`config.mk`:
```
export PLATFORM = sky130hd
export DESIGN_NAME = hex_flag_command_line_parser_flat
export DESIGN_NICKNAME = d
export VERILOG_FILES = /design/src/rtl/hfcl_pkg.sv /design/src/rtl/hfcl_if.sv /design/src/rtl/hex_flag_command_line_parser.sv /design/src/rtl/hfcl_front.sv /design/src/rtl/hfcl_queue.sv /design/src/rtl/hfcl_back.sv /design/src/flat_wrapper.sv
export VERILOG_INCLUDE_DIRS = /design/src /design/src/rtl
export SDC_FILE = /design/constraint.sdc
export NUM_CORES = 1
export LEC_CHECK = 0
export BUFFER_PORTS_ARGS = -buffer_cell sky130_fd_sc_hd__buf_2
export CORE_ASPECT_RATIO = 0.6
export CORE_MARGIN = 1.5
export CORE_UTILIZATION = 50
export DETAILED_ROUTE_END_ITERATION = 6
export PLACE_DENSITY = 0.8
export RECOVER_POWER = 50
export SKIP_LAST_GASP = 1
export SLEW_MARGIN = 20
export SYNTH_ARGS = -nofsm -noshare
export SYNTH_HDL_FRONTEND = slang
export SYNTH_SLANG_ARGS = --single-unit
```
`constraint.sdc`:
```
create_clock -name i_clk -period 8.5 [get_ports i_clk]
set_clock_uncertainty 0.1 [all_clocks]
set_input_delay 0.85 -clock i_clk [delete_from_list [all_inputs] [get_ports i_clk]]
set_output_delay 0.85 -clock i_clk [all_outputs]
set_load 0.01 [all_outputs]
```
`src/rtl/assert_macros.svh`:
```
// Assertion macros used by the top level RTL file of the hex flag command line parser.
// Depends on nothing; define SYNTH to compile the checks out.
`ifndef ASSERT_MACROS_SVH
`define ASSERT_MACROS_SVH

`ifndef SYNTH

// Clocked check that is switched off while reset is active.
`define HFCL_ASSERT(lbl, clk, rst_n, prop) \
    lbl: assert property (@(posedge clk) disable iff (!rst_n) prop) \
        else $error("hfcl assertion failed");

// Clocked check that also holds during reset.
`define HFCL_ASSERT_RST(lbl, clk, prop) \
    lbl: assert property (@(posedge clk) prop) \
        else $error("hfcl reset assertion failed");

`else

`define HFCL_ASSERT(lbl, clk, rst_n, prop)
`define HFCL_ASSERT_RST(lbl, clk, prop)

`endif

`endif

```
`src/rtl/hfcl_pkg.sv`:
```
// Package of the hex flag command line parser: sizes, character codes, types
// and the hex digit decoder. Depends on nothing.
package hfcl_pkg;

    // Sizes
    localparam int LINE_DEPTH  = 32;
    localparam int FLAG_BITS   = 32;
    localparam int QUEUE_DEPTH = 2;
    localparam int CHAR_W      = 8;
    localparam int OUT_W       = 32;
    localparam int EV_W        = 3;
    localparam int CFG_W       = 32;
    localparam int PADDR_W     = 2;
    localparam int IDX_W       = $clog2(LINE_DEPTH);
    localparam int FILL_W      = $clog2(LINE_DEPTH + 1);
    localparam int QPTR_W      = (QUEUE_DEPTH > 1) ? $clog2(QUEUE_DEPTH) : 1;
    localparam int QCNT_W      = $clog2(QUEUE_DEPTH + 1);

    // Character codes
    localparam logic [CHAR_W-1:0] CH_CR  = 8'd13;
    localparam logic [CHAR_W-1:0] CH_BS  = 8'd8;
    localparam logic [CHAR_W-1:0] CH_SET = 8'd61;
    localparam logic [CHAR_W-1:0] CH_ADD = 8'd43;
    localparam logic [CHAR_W-1:0] CH_CLR = 8'd45;

    // Register addresses
    localparam logic [PADDR_W-1:0] REG_INITIAL_FLAGS = 2'd0;

    // Result event codes
    typedef enum logic [EV_W-1:0] {
        EV_STORED  = 3'd0,
        EV_FULL    = 3'd1,
        EV_BACK    = 3'd2,
        EV_EMPTY   = 3'd3,
        EV_SET     = 3'd4,
        EV_ADDED   = 3'd5,
        EV_REMOVED = 3'd6,
        EV_INVALID = 3'd7
    } t_event;

    // Character classes found by the front end
    typedef enum logic [1:0] {
        K_STORE,
        K_BACK,
        K_END
    } t_kind;

    // Action chosen by the line prefix
    typedef enum logic [1:0] {
        ACT_SET,
        ACT_ADD,
        ACT_CLR
    } t_act;

    // Back end sequencer states
    typedef enum logic [1:0] {
        S_IDLE,
        S_SCAN,
        S_DONE
    } t_state;

    // One classified command in the queue
    typedef struct packed {
        t_kind             kind;
        logic [CHAR_W-1:0] code;
    } t_cmd;

    // Decoded hex digit
    typedef struct packed {
        logic       ok;
        logic [3:0] val;
    } t_hex;

    // Decodes an ASCII hex digit in either case.
    function automatic t_hex hex_decode(input logic [CHAR_W-1:0] c);
        t_hex h;
        h.ok  = 1'b1;
        h.val = 4'd0;
        if (c >= 8'd48 && c <= 8'd57) begin
            h.val = 4'(c - 8'd48);
        end else if (c >= 8'd97 && c <= 8'd102) begin
            h.val = 4'(c - 8'd87);
        end else if (c >= 8'd65 && c <= 8'd70) begin
            h.val = 4'(c - 8'd55);
        end else begin
            h.ok = 1'b0;
        end
        return h;
    endfunction

endpackage

```
`src/rtl/hfcl_if.sv`:
```
// Handshake channel interfaces of the hex flag command line parser.
// Depends on hfcl_pkg for the payload widths.
interface hfcl_char_if;
    logic                          valid;
    logic                          ready;
    logic [hfcl_pkg::CHAR_W-1:0]   char_code;

    modport source (output valid, output char_code, input ready);
    modport sink   (input valid, input char_code, output ready);
endinterface

interface hfcl_res_if;
    logic                          valid;
    logic                          ready;
    logic [hfcl_pkg::OUT_W-1:0]    flags_value;
    logic [hfcl_pkg::OUT_W-1:0]    line_mask;
    logic [hfcl_pkg::EV_W-1:0]     event_res;

    modport source (output valid, output flags_value, output line_mask, output event_res,
                    input ready);
    modport sink   (input valid, input flags_value, input line_mask, input event_res,
                    output ready);
endinterface

```
`src/rtl/hex_flag_command_line_parser.sv`:
```
// Top level of the hex flag command line parser: front end, queue, back end
// and the APB register. Depends on hfcl_pkg, hfcl_if and assert_macros.svh.
//
// Usage: console characters arrive on i_char, one per beat. Each accepted
// character yields exactly one result beat on o_res with the flags register,
// the parsed line mask and an event code. A carriage return ends the line:
// an optional '=', '+' or '-' prefix picks set, OR-in or clear, and the rest
// must be hex digits. The APB register initial_flags at address 0 reloads
// the flags and empties the line when written; write it only while idle.
// An ordinary character or backspace passes through the queue entry and the
// output register. A line end with stored characters runs a scan that reads
// the line store one entry per cycle through its single read port and stops
// at the end of the line or at the first character that is not a hex digit.
// A two entry queue sits between classification and execution, so input
// beats are still taken while the back end scans or the output stalls.
// When o_res.ready is low the result stays in the output register and the
// back end waits; the queue then fills and i_char.ready drops.
// Reset clears the line, the flags and initial_flags to zero.
`include "assert_macros.svh"

module hex_flag_command_line_parser (
    input  logic                            i_clk,
    input  logic                            i_rst_n,
    hfcl_char_if.sink                       i_char,
    hfcl_res_if.source                      o_res,
    input  logic                            psel,
    input  logic                            penable,
    input  logic                            pwrite,
    input  logic [hfcl_pkg::PADDR_W-1:0]    paddr,
    input  logic [hfcl_pkg::CFG_W-1:0]      pwdata,
    output logic [hfcl_pkg::CFG_W-1:0]      prdata,
    output logic                            pready
);
    import hfcl_pkg::*;

    logic              w_push_valid;
    logic              w_push_ready;
    t_cmd              w_push_data;
    logic              w_pop_valid;
    logic              w_pop_ready;
    t_cmd              w_pop_data;
    logic              w_cfg_wr;
    logic [CFG_W-1:0]  r_initial_flags;
    logic              w_char_beat;
    logic              w_no_mask_ev;

    // APB register port; the single register decodes at every address.
    assign pready   = 1'b1;
    assign w_cfg_wr = psel && penable && pwrite && pready;

    always_ff @(posedge i_clk) begin
        if (!i_rst_n) begin
            r_initial_flags <= '0;
        end else if (w_cfg_wr) begin
            r_initial_flags <= pwdata;
        end
    end

    always_comb begin
        unique case (paddr)
            REG_INITIAL_FLAGS: prdata = r_initial_flags;
            default:           prdata = r_initial_flags;
        endcase
    end

    // Classification front end.
    hfcl_front u_front (
        .i_char       (i_char),
        .o_push_valid (w_push_valid),
        .i_push_ready (w_push_ready),
        .o_push_data  (w_push_data)
    );

    // Command queue.
    hfcl_queue u_queue (
        .i_clk        (i_clk),
        .i_rst_n      (i_rst_n),
        .i_push_valid (w_push_valid),
        .o_push_ready (w_push_ready),
        .i_push_data  (w_push_data),
        .o_pop_valid  (w_pop_valid),
        .i_pop_ready  (w_pop_ready),
        .o_pop_data   (w_pop_data)
    );

    // Execution back end.
    hfcl_back u_back (
        .i_clk       (i_clk),
        .i_rst_n     (i_rst_n),
        .i_pop_valid (w_pop_valid),
        .o_pop_ready (w_pop_ready),
        .i_pop_data  (w_pop_data),
        .i_cfg_wr    (w_cfg_wr),
        .i_cfg_data  (pwdata),
        .o_res       (o_res)
    );

    // Terms used by the checks below.
    assign w_char_beat  = i_char.valid && i_char.ready;
    assign w_no_mask_ev = (o_res.event_res == EV_STORED) || (o_res.event_res == EV_FULL) ||
                          (o_res.event_res == EV_BACK) || (o_res.event_res == EV_EMPTY) ||
                          (o_res.event_res == EV_INVALID);

    // Checks on the block's own sequencing.
    `HFCL_ASSERT_RST(a_rst_no_result, i_clk, !i_rst_n |=> !o_res.valid)
    `HFCL_ASSERT(a_mask_zero, i_clk, i_rst_n, (o_res.valid && w_no_mask_ev) |-> (o_res.line_mask == '0))
    `HFCL_ASSERT(a_queue_stays_empty, i_clk, i_rst_n, (!w_pop_valid && !w_char_beat) |=> !w_pop_valid)

endmodule

```
`src/rtl/hfcl_front.sv`:
```
// Front end: accepts console characters and classifies them into commands.
// Depends on hfcl_pkg and hfcl_char_if.
module hfcl_front (
    hfcl_char_if.sink          i_char,
    output logic               o_push_valid,
    input  logic               i_push_ready,
    output hfcl_pkg::t_cmd     o_push_data
);
    import hfcl_pkg::*;

    // A beat moves straight into the queue when it has room.
    assign o_push_valid   = i_char.valid;
    assign i_char.ready   = i_push_ready;

    // Sort the character into line end, backspace or ordinary character.
    always_comb begin
        o_push_data.code = i_char.char_code;
        priority if (i_char.char_code == CH_CR) begin
            o_push_data.kind = K_END;
        end else if (i_char.char_code == CH_BS) begin
            o_push_data.kind = K_BACK;
        end else begin
            o_push_data.kind = K_STORE;
        end
    end

endmodule

```
`src/rtl/hfcl_queue.sv`:
```
// Short command queue between the front end and the back end.
// Depends on hfcl_pkg.
module hfcl_queue (
    input  logic               i_clk,
    input  logic               i_rst_n,
    input  logic               i_push_valid,
    output logic               o_push_ready,
    input  hfcl_pkg::t_cmd     i_push_data,
    output logic               o_pop_valid,
    input  logic               i_pop_ready,
    output hfcl_pkg::t_cmd     o_pop_data
);
    import hfcl_pkg::*;

    t_cmd              r_mem [QUEUE_DEPTH];
    logic [QPTR_W-1:0] r_wr_ptr;
    logic [QPTR_W-1:0] r_rd_ptr;
    logic [QCNT_W-1:0] r_count;
    logic              w_push;
    logic              w_pop;

    assign o_push_ready = (r_count != QCNT_W'(QUEUE_DEPTH));
    assign o_pop_valid  = (r_count != '0);
    assign o_pop_data   = r_mem[r_rd_ptr];
    assign w_push       = i_push_valid && o_push_ready;
    assign w_pop        = o_pop_valid && i_pop_ready;

    // Pointers and fill level.
    always_ff @(posedge i_clk) begin
        if (!i_rst_n) begin
            r_wr_ptr <= '0;
            r_rd_ptr <= '0;
            r_count  <= '0;
        end else begin
            if (w_push) begin
                r_wr_ptr <= (r_wr_ptr == QPTR_W'(QUEUE_DEPTH - 1)) ? '0 : r_wr_ptr + 1'b1;
            end
            if (w_pop) begin
                r_rd_ptr <= (r_rd_ptr == QPTR_W'(QUEUE_DEPTH - 1)) ? '0 : r_rd_ptr + 1'b1;
            end
            if (w_push && !w_pop) begin
                r_count <= r_count + 1'b1;
            end else if (w_pop && !w_push) begin
                r_count <= r_count - 1'b1;
            end
        end
    end

    // Entry storage.
    always_ff @(posedge i_clk) begin
        if (w_push) begin
            r_mem[r_wr_ptr] <= i_push_data;
        end
    end

endmodule

```
`src/rtl/hfcl_back.sv`:
```
// Back end: line store, fill count, flags register and the line end scan.
// Depends on hfcl_pkg and hfcl_res_if.
module hfcl_back (
    input  logic                         i_clk,
    input  logic                         i_rst_n,
    input  logic                         i_pop_valid,
    output logic                         o_pop_ready,
    input  hfcl_pkg::t_cmd               i_pop_data,
    input  logic                         i_cfg_wr,
    input  logic [hfcl_pkg::CFG_W-1:0]   i_cfg_data,
    hfcl_res_if.source                   o_res
);
    import hfcl_pkg::*;

    // Line store memory
    logic [CHAR_W-1:0]    r_line [LINE_DEPTH];
    logic [CHAR_W-1:0]    r_rd_data;
    logic [IDX_W-1:0]     w_rd_addr;
    logic                 w_mem_we;

    // Control and datapath registers
    t_state               r_state, n_state;
    logic [FILL_W-1:0]    r_fill, n_fill;
    logic [FLAG_BITS-1:0] r_flags, n_flags;
    logic [IDX_W-1:0]     r_idx, n_idx;
    logic [FLAG_BITS-1:0] r_mask, n_mask;
    logic                 r_bad, n_bad;
    t_act                 r_act, n_act;

    // Output register
    logic                 r_out_valid, n_out_valid;
    logic [OUT_W-1:0]     r_out_flags, n_out_flags;
    logic [OUT_W-1:0]     r_out_mask, n_out_mask;
    t_event               r_out_ev, n_out_ev;

    logic                 w_slot_free;
    logic                 w_pop;
    logic                 w_scan_done;
    logic                 w_is_prefix;
    logic [FLAG_BITS-1:0] w_new_flags;
    t_hex                 w_hex;

    assign w_slot_free = !r_out_valid || o_res.ready;
    assign o_pop_ready = (r_state == S_IDLE) && w_slot_free;
    assign w_pop       = i_pop_valid && o_pop_ready;

    assign o_res.valid       = r_out_valid;
    assign o_res.flags_value = r_out_flags;
    assign o_res.line_mask   = r_out_mask;
    assign o_res.event_res   = r_out_ev;

    // Scan step: decode the stored character read out for this index.
    assign w_hex       = hex_decode(r_rd_data);
    assign w_is_prefix = (r_idx == '0) &&
                         (r_rd_data == CH_SET || r_rd_data == CH_ADD || r_rd_data == CH_CLR);
    assign w_scan_done = (!w_is_prefix && !w_hex.ok) ||
                         ((FILL_W'(r_idx) + 1'b1) == r_fill);

    // Flags after a valid line.
    always_comb begin
        unique case (r_act)
            ACT_ADD: w_new_flags = r_flags | r_mask;
            ACT_CLR: w_new_flags = r_flags & ~r_mask;
            default: w_new_flags = r_mask;
        endcase
    end

    // Next state.
    always_comb begin
        n_state = r_state;
        unique case (r_state)
            S_IDLE: begin
                if (w_pop && i_pop_data.kind == K_END && r_fill != '0) begin
                    n_state = S_SCAN;
                end
            end
            S_SCAN: begin
                if (w_scan_done) begin
                    n_state = S_DONE;
                end
            end
            S_DONE: begin
                if (w_slot_free) begin
                    n_state = S_IDLE;
                end
            end
            default: n_state = S_IDLE;
        endcase
    end

    // Datapath and result values for each state.
    always_comb begin
        n_fill      = r_fill;
        n_flags     = r_flags;
        n_idx       = r_idx;
        n_mask      = r_mask;
        n_bad       = r_bad;
        n_act       = r_act;
        n_out_valid = r_out_valid && !o_res.ready;
        n_out_flags = r_out_flags;
        n_out_mask  = r_out_mask;
        n_out_ev    = r_out_ev;
        w_mem_we    = 1'b0;
        w_rd_addr   = '0;
        unique case (r_state)
            S_IDLE: begin
                if (w_pop) begin
                    n_out_flags = OUT_W'(r_flags);
                    n_out_mask  = '0;
                    unique case (i_pop_data.kind)
                        K_END: begin
                            if (r_fill == '0) begin
                                n_out_valid = 1'b1;
                                n_out_ev    = EV_EMPTY;
                            end else begin
                                n_idx  = '0;
                                n_mask = '0;
                                n_bad  = 1'b0;
                                n_act  = ACT_SET;
                            end
                        end
                        K_BACK: begin
                            n_out_valid = 1'b1;
                            n_out_ev    = EV_BACK;
                            if (r_fill != '0) begin
                                n_fill = r_fill - 1'b1;
                            end
                        end
                        default: begin
                            n_out_valid = 1'b1;
                            if (r_fill < FILL_W'(LINE_DEPTH)) begin
                                w_mem_we = 1'b1;
                                n_fill   = r_fill + 1'b1;
                                n_out_ev = EV_STORED;
                            end else begin
                                n_out_ev = EV_FULL;
                            end
                        end
                    endcase
                end
            end
            S_SCAN: begin
                w_rd_addr = r_idx + 1'b1;
                n_idx     = r_idx + 1'b1;
                if (w_is_prefix) begin
                    if (r_rd_data == CH_ADD) begin
                        n_act = ACT_ADD;
                    end else if (r_rd_data == CH_CLR) begin
                        n_act = ACT_CLR;
                    end else begin
                        n_act = ACT_SET;
                    end
                end else if (!w_hex.ok) begin
                    n_bad = 1'b1;
                end else begin
                    n_mask = FLAG_BITS'({r_mask, w_hex.val});
                end
            end
            S_DONE: begin
                if (w_slot_free) begin
                    n_out_valid = 1'b1;
                    n_fill      = '0;
                    if (r_bad) begin
                        n_out_flags = OUT_W'(r_flags);
                        n_out_mask  = '0;
                        n_out_ev    = EV_INVALID;
                    end else begin
                        n_flags     = w_new_flags;
                        n_out_flags = OUT_W'(w_new_flags);
                        n_out_mask  = OUT_W'(r_mask);
                        unique case (r_act)
                            ACT_ADD: n_out_ev = EV_ADDED;
                            ACT_CLR: n_out_ev = EV_REMOVED;
                            default: n_out_ev = EV_SET;
                        endcase
                    end
                end
            end
            default: begin
                n_fill = r_fill;
            end
        endcase
        // A register write reloads the flags and empties the line.
        if (i_cfg_wr) begin
            n_flags = FLAG_BITS'(i_cfg_data);
            n_fill  = '0;
        end
    end

    // Control registers.
    always_ff @(posedge i_clk) begin
        if (!i_rst_n) begin
            r_state     <= S_IDLE;
            r_fill      <= '0;
            r_flags     <= '0;
            r_out_valid <= 1'b0;
        end else begin
            r_state     <= n_state;
            r_fill      <= n_fill;
            r_flags     <= n_flags;
            r_out_valid <= n_out_valid;
        end
    end

    // Payload registers.
    always_ff @(posedge i_clk) begin
        r_idx       <= n_idx;
        r_mask      <= n_mask;
        r_bad       <= n_bad;
        r_act       <= n_act;
        r_out_flags <= n_out_flags;
        r_out_mask  <= n_out_mask;
        r_out_ev    <= n_out_ev;
    end

    // Line store: one write and one registered read per cycle.
    always_ff @(posedge i_clk) begin
        if (w_mem_we) begin
            r_line[r_fill[IDX_W-1:0]] <= i_pop_data.code;
        end
        r_rd_data <= r_line[w_rd_addr];
    end

endmodule

```
`src/flat_wrapper.sv`:
```
// flat-port wrapper written by rule: the top's interface ports become plain ports
module hex_flag_command_line_parser_flat import hfcl_pkg::*;
  (i_clk, i_rst_n, psel, penable, pwrite, paddr, pwdata, prdata, pready, i_char_valid, i_char_char_code, i_char_ready, o_res_valid, o_res_flags_value, o_res_line_mask, o_res_event_res, o_res_ready);
  hfcl_char_if i_char_i ();
  hfcl_res_if o_res_i ();
  input  logic i_clk;
  input  logic i_rst_n;
  input  logic psel;
  input  logic penable;
  input  logic pwrite;
  input  logic [hfcl_pkg::PADDR_W-1:0] paddr;
  input  logic [hfcl_pkg::CFG_W-1:0] pwdata;
  output logic [hfcl_pkg::CFG_W-1:0] prdata;
  output logic pready;
  input wire logic [$bits(i_char_i.valid)-1:0] i_char_valid;
  input wire logic [$bits(i_char_i.char_code)-1:0] i_char_char_code;
  output wire logic [$bits(i_char_i.ready)-1:0] i_char_ready;
  output wire logic [$bits(o_res_i.valid)-1:0] o_res_valid;
  output wire logic [$bits(o_res_i.flags_value)-1:0] o_res_flags_value;
  output wire logic [$bits(o_res_i.line_mask)-1:0] o_res_line_mask;
  output wire logic [$bits(o_res_i.event_res)-1:0] o_res_event_res;
  input wire logic [$bits(o_res_i.ready)-1:0] o_res_ready;
  assign i_char_i.valid = i_char_valid;
  assign i_char_i.char_code = i_char_char_code;
  assign i_char_ready = i_char_i.ready;
  assign o_res_valid = o_res_i.valid;
  assign o_res_flags_value = o_res_i.flags_value;
  assign o_res_line_mask = o_res_i.line_mask;
  assign o_res_event_res = o_res_i.event_res;
  assign o_res_i.ready = o_res_ready;
  hex_flag_command_line_parser u_core (.i_clk(i_clk), .i_rst_n(i_rst_n), .i_char(i_char_i), .o_res(o_res_i), .psel(psel), .penable(penable), .pwrite(pwrite), .paddr(paddr), .pwdata(pwdata), .prdata(prdata), .pready(pready));
endmodule
```
==> results list <==
- STA classifies the critical path endpoint as a flop.
* Slew margin rel.: -1.16
- For this configuration, the core starts out at a cell density of 0.507.
- The number of placed instances, taps included, is ~2,200.
- Average footprint of a synthesized cell: 12.5 µm²
- Horizontal extent of the die: around 260 µm
- Maximum single-stage delay on the critical path: about 1600 ps
- Placer congestion estimate: between 0.9 and 1
* # H-tree levels: 2
* Number of sinks handled by clock tree synthesis: around 470
- EDFF count, synth: 383
* Max Clk Rate: about 0.21 GHz
- Die span in y: approximately 160 µm
- Synthesis produced a netlist with a net count of about 1,600.
- The number of hold buffers added after CTS was 0.
- Overall track demand over capacity in global routing: 0.243
- Final setup fails: 0
* First-pass GRT wire length: ~76,000 µm
* Outcome: finished with violations
- Leakage dissipation: between 7 and 8 nW
- After the last flow step, the layout net total stands at 1,744.
- Core area: 39,000 µm²
* Remaining antenna violation count: 0
* Setup repair after global routing missed its margin: no
- Setup bufs post-CTS: 0
* Area added between synthesis and finish: 11.4%
- Final TNS setup: 0 ps
- The first detailed-routing pass took 6 iterations.
- Data arrives at the worst endpoint at roughly 5200 ps.
* Crit-path max FO: 37
- Count of antenna diodes in the layout: 0
* Synthesized instance count: 1,576
- Worst-path cell with the longest stage delay: sky130_fd_sc_hd__clkbuf_1
- Final cell count without fillers: 2,235
- Critical Setup Path Class: flop to flop
- The final number of hold-violating endpoints was 0.
- CTS tree: yes
- Final instance area: about 22,000 µm²
- In this run the count of I/O pins placed on the die edge is 151.
* Sum of buffers and inverters on the critical path: 3
* Count of cells resized by post-cts repair: 0
* Row cnt: 56
- The initial antenna violation count was 1.
- Number of remaining DRC errors: 0
- Maximum clock path buffer count: 3
- Synthesis Warnings: 0
- The final route contains 13,700 vias.
* # Max-Cap Violations: 2
- In this run the power density over the cells is ~320 nW/µm².
* Post-layout total power: slightly below 7 mW
- Post-detailed-route wirelength per cell: 22.4 µm
* Flops & latches, synth: 469
- Summed over all instances, the cell type with the most area after synthesis is sky130_fd_sc_hd__edfxtp_1.
- Sorting the synthesized cells by area gives the leading types as sky130_fd_sc_hd__edfxtp_1 (58%), sky130_fd_sc_hd__dfxtp_1 (8.7%), sky130_fd_sc_hd__nand2_1 (3.0%).
* DRC marker count from the first detailed-route iteration: 1,866
- The number of max-slew violations in the final report is between 100 and 150.
- In this run the cell area of the synthesized design comes to about 20,000 µm².
- Maximum number of pins on one net before global-route repair: 66
- Among cell families on the critical path, the largest total delay comes from buffers and inverters.
- Worst supply voltage drop on vdd: 0.000203 V
- The path class of the tightest hold or removal check is flop to flop.
- The final reports fail on max-capacitance violations, max-slew violations.
- TritonCTS created 41 clock buffers.
- Port Buffers: 147
- Counting I/O delays and the setup requirement, the final critical path takes roughly 4900 ps.
* Clock root buffer: sky130_fd_sc_hd__clkbuf_16
- Dividing the detail-routed via count by the number of cells gives between 6 and 7.
- After global routing the overflow that remains totals 0.
- Count of cell types in the netlist: 69
- Share of layout cells above drive strength 1: 0.0893
- For this run, asynchronously set or reset flops after synthesis account for 0.
* Required time at the worst-slack endpoint: about 9000 ps
* Worst-path cell chain: clkbuf_1, ha_1, xor2_2, buf_4, nand2_1, inv_2, a221oi_2, a211oi_1, a21oi_1, a21o_1
* Clock latency at the later pin of the worst-skew pair: around 560 ps
* Share of the synthesized area in the top cell type: 0.583
* Detailed placement HPWL: 31,700 µm
- Worst Tran Pin Value: around 3200 ps
- Ys flop type: sky130_fd_sc_hd__edfxtp_1
* Clock transition at the register clock pins on the worst setup and hold paths after CTS: approximately 60 ps
- Sequential element share of the synthesized area: 0.670
- The floorplan step defined a die boundary enclosing slightly above 40,000 µm².
- Dividing the final minimum period by the clock period gives 0.571.
* Critical Path Start Type: flop
- The final layout contains routed wiring with a total length of around 50,000 µm.
* Vias in the first global route: between 10,000 and 15,000
* Placed Area: 20,800 µm²
worst min-delay path, stage by stage, from the launching register on:
cell,delay (ps)
sky130_fd_sc_hd__dfxtp_1,310
sky130_fd_sc_hd__nand2_1,50
sky130_fd_sc_hd__a21oi_1,50
through the flow:
step                worst slack (ps)  utilization  hold WS, ps
CTS                             4540        0.567          355
global route                    3460        0.564          373
detailed placement              4590        0.533          347
global placement                4720        0.533          338
finish                          3650        0.564          356
floorplan                       3560            -          372
flip-flops by register name, indices dropped and copies added (netlist names), 3 cells and up, named ones only:
signal / cells
u_core.u_back.r_line: 256
u_core.prdata: 32
u_core.u_back.o_res.flags_value: 32
u_core.u_back.o_res.line_mask: 32
u_core.u_back.r_flags: 32
u_core.u_back.r_mask: 32
u_core.u_queue.r_mem: 20
u_core.u_back.r_rd_data: 8
u_core.u_back.r_fill: 6
u_core.u_back.r_idx: 5
u_core.u_back.o_res.event_res: 3
power by group:
group	total [mW]	switching, mW	internal, mW	leakage, nW
logic	1.88	1.32	0.553	2.53
registers	3.23	0.223	3.01	4.23
clock network	1.85	0.836	1.02	0.664
synth_stat cells (all sizes together) (4+ instances only):
master,n
a22oi,9
nand2b,11
nor4,5
o31ai,7
a211oi,48
o221ai,13
nor2b,69
a21oi,92
mux2,17
and3,5
ha,14
nor2,144
nand2,157
or2,4
a221oi,14
xor2,7
dfxtp,86
and2,63
nand3,9
o21ai,52
xnor2,10
buf,38
nor3,52
edfxtp,383
clkbuf,64
o32ai,4
a2bb2oi,4
mux2i,55
inv,25
o22ai,66
final cells by class:
cell class / instances / area, µm²
Fill cell: 3082 / 17000
Sequential cell: 469 / 13200
Multi-Input combinational cell: 980 / 5940
Clock buffer: 57 / 1190
Timing Repair Buffer: 163 / 727
Tap cell: 522 / 653
Clock inverter: 19 / 140
Inverter: 25 / 106
routing by layer:
layer / global-route usage / part of all wire
met1: 0.367 / 0.42
met4: 0.0573 / 0.020
met2: 0.342 / 0.43
met3: 0.0713 / 0.14
met5: 0 / 0
path summary, 6_finish.rpt:
check,from,cells past startpoint,slack (ps),endpoint
setup / recovery,u_core.u_back.r_idx[0],10,3650,u_core.u_back.r_rd_data[0]
setup reg to reg,u_core.u_back.r_idx[0],10,3650,u_core.u_back.r_rd_data[0]
hold reg to reg,u_core.prdata[0],2,360,u_core.prdata[0]
hold / removal,u_core.prdata[0],2,360,u_core.prdata[0]
cells in the final DEF, fill, tap and decap left out, drive strengths merged, types with 55 or more instances in the layout:
cell type,n
o22ai,66
and2,63
edfxtp,383
dfxtp,86
nor2b,69
clkbuf,170
nor2,144
nand2,157
a21oi,92
mux2i,55
cells by family (layout without fill, tap and decap cells):
logic type,Yosys count,in the layout,synth area share
AND/OR/NAND/NOR,534,534,0.129
flip-flops,469,469,0.670
AO/OA/AOI/OAI,339,339,0.111
buffers and inverters,127,264,0.0318
multiplexers,74,74,0.0399
XOR/XNOR,17,17,0.00793
adder cells (fa/ha/maj),15,15,0.00989
other,1,1,0.000190
(Power assumes the default switching activity.)
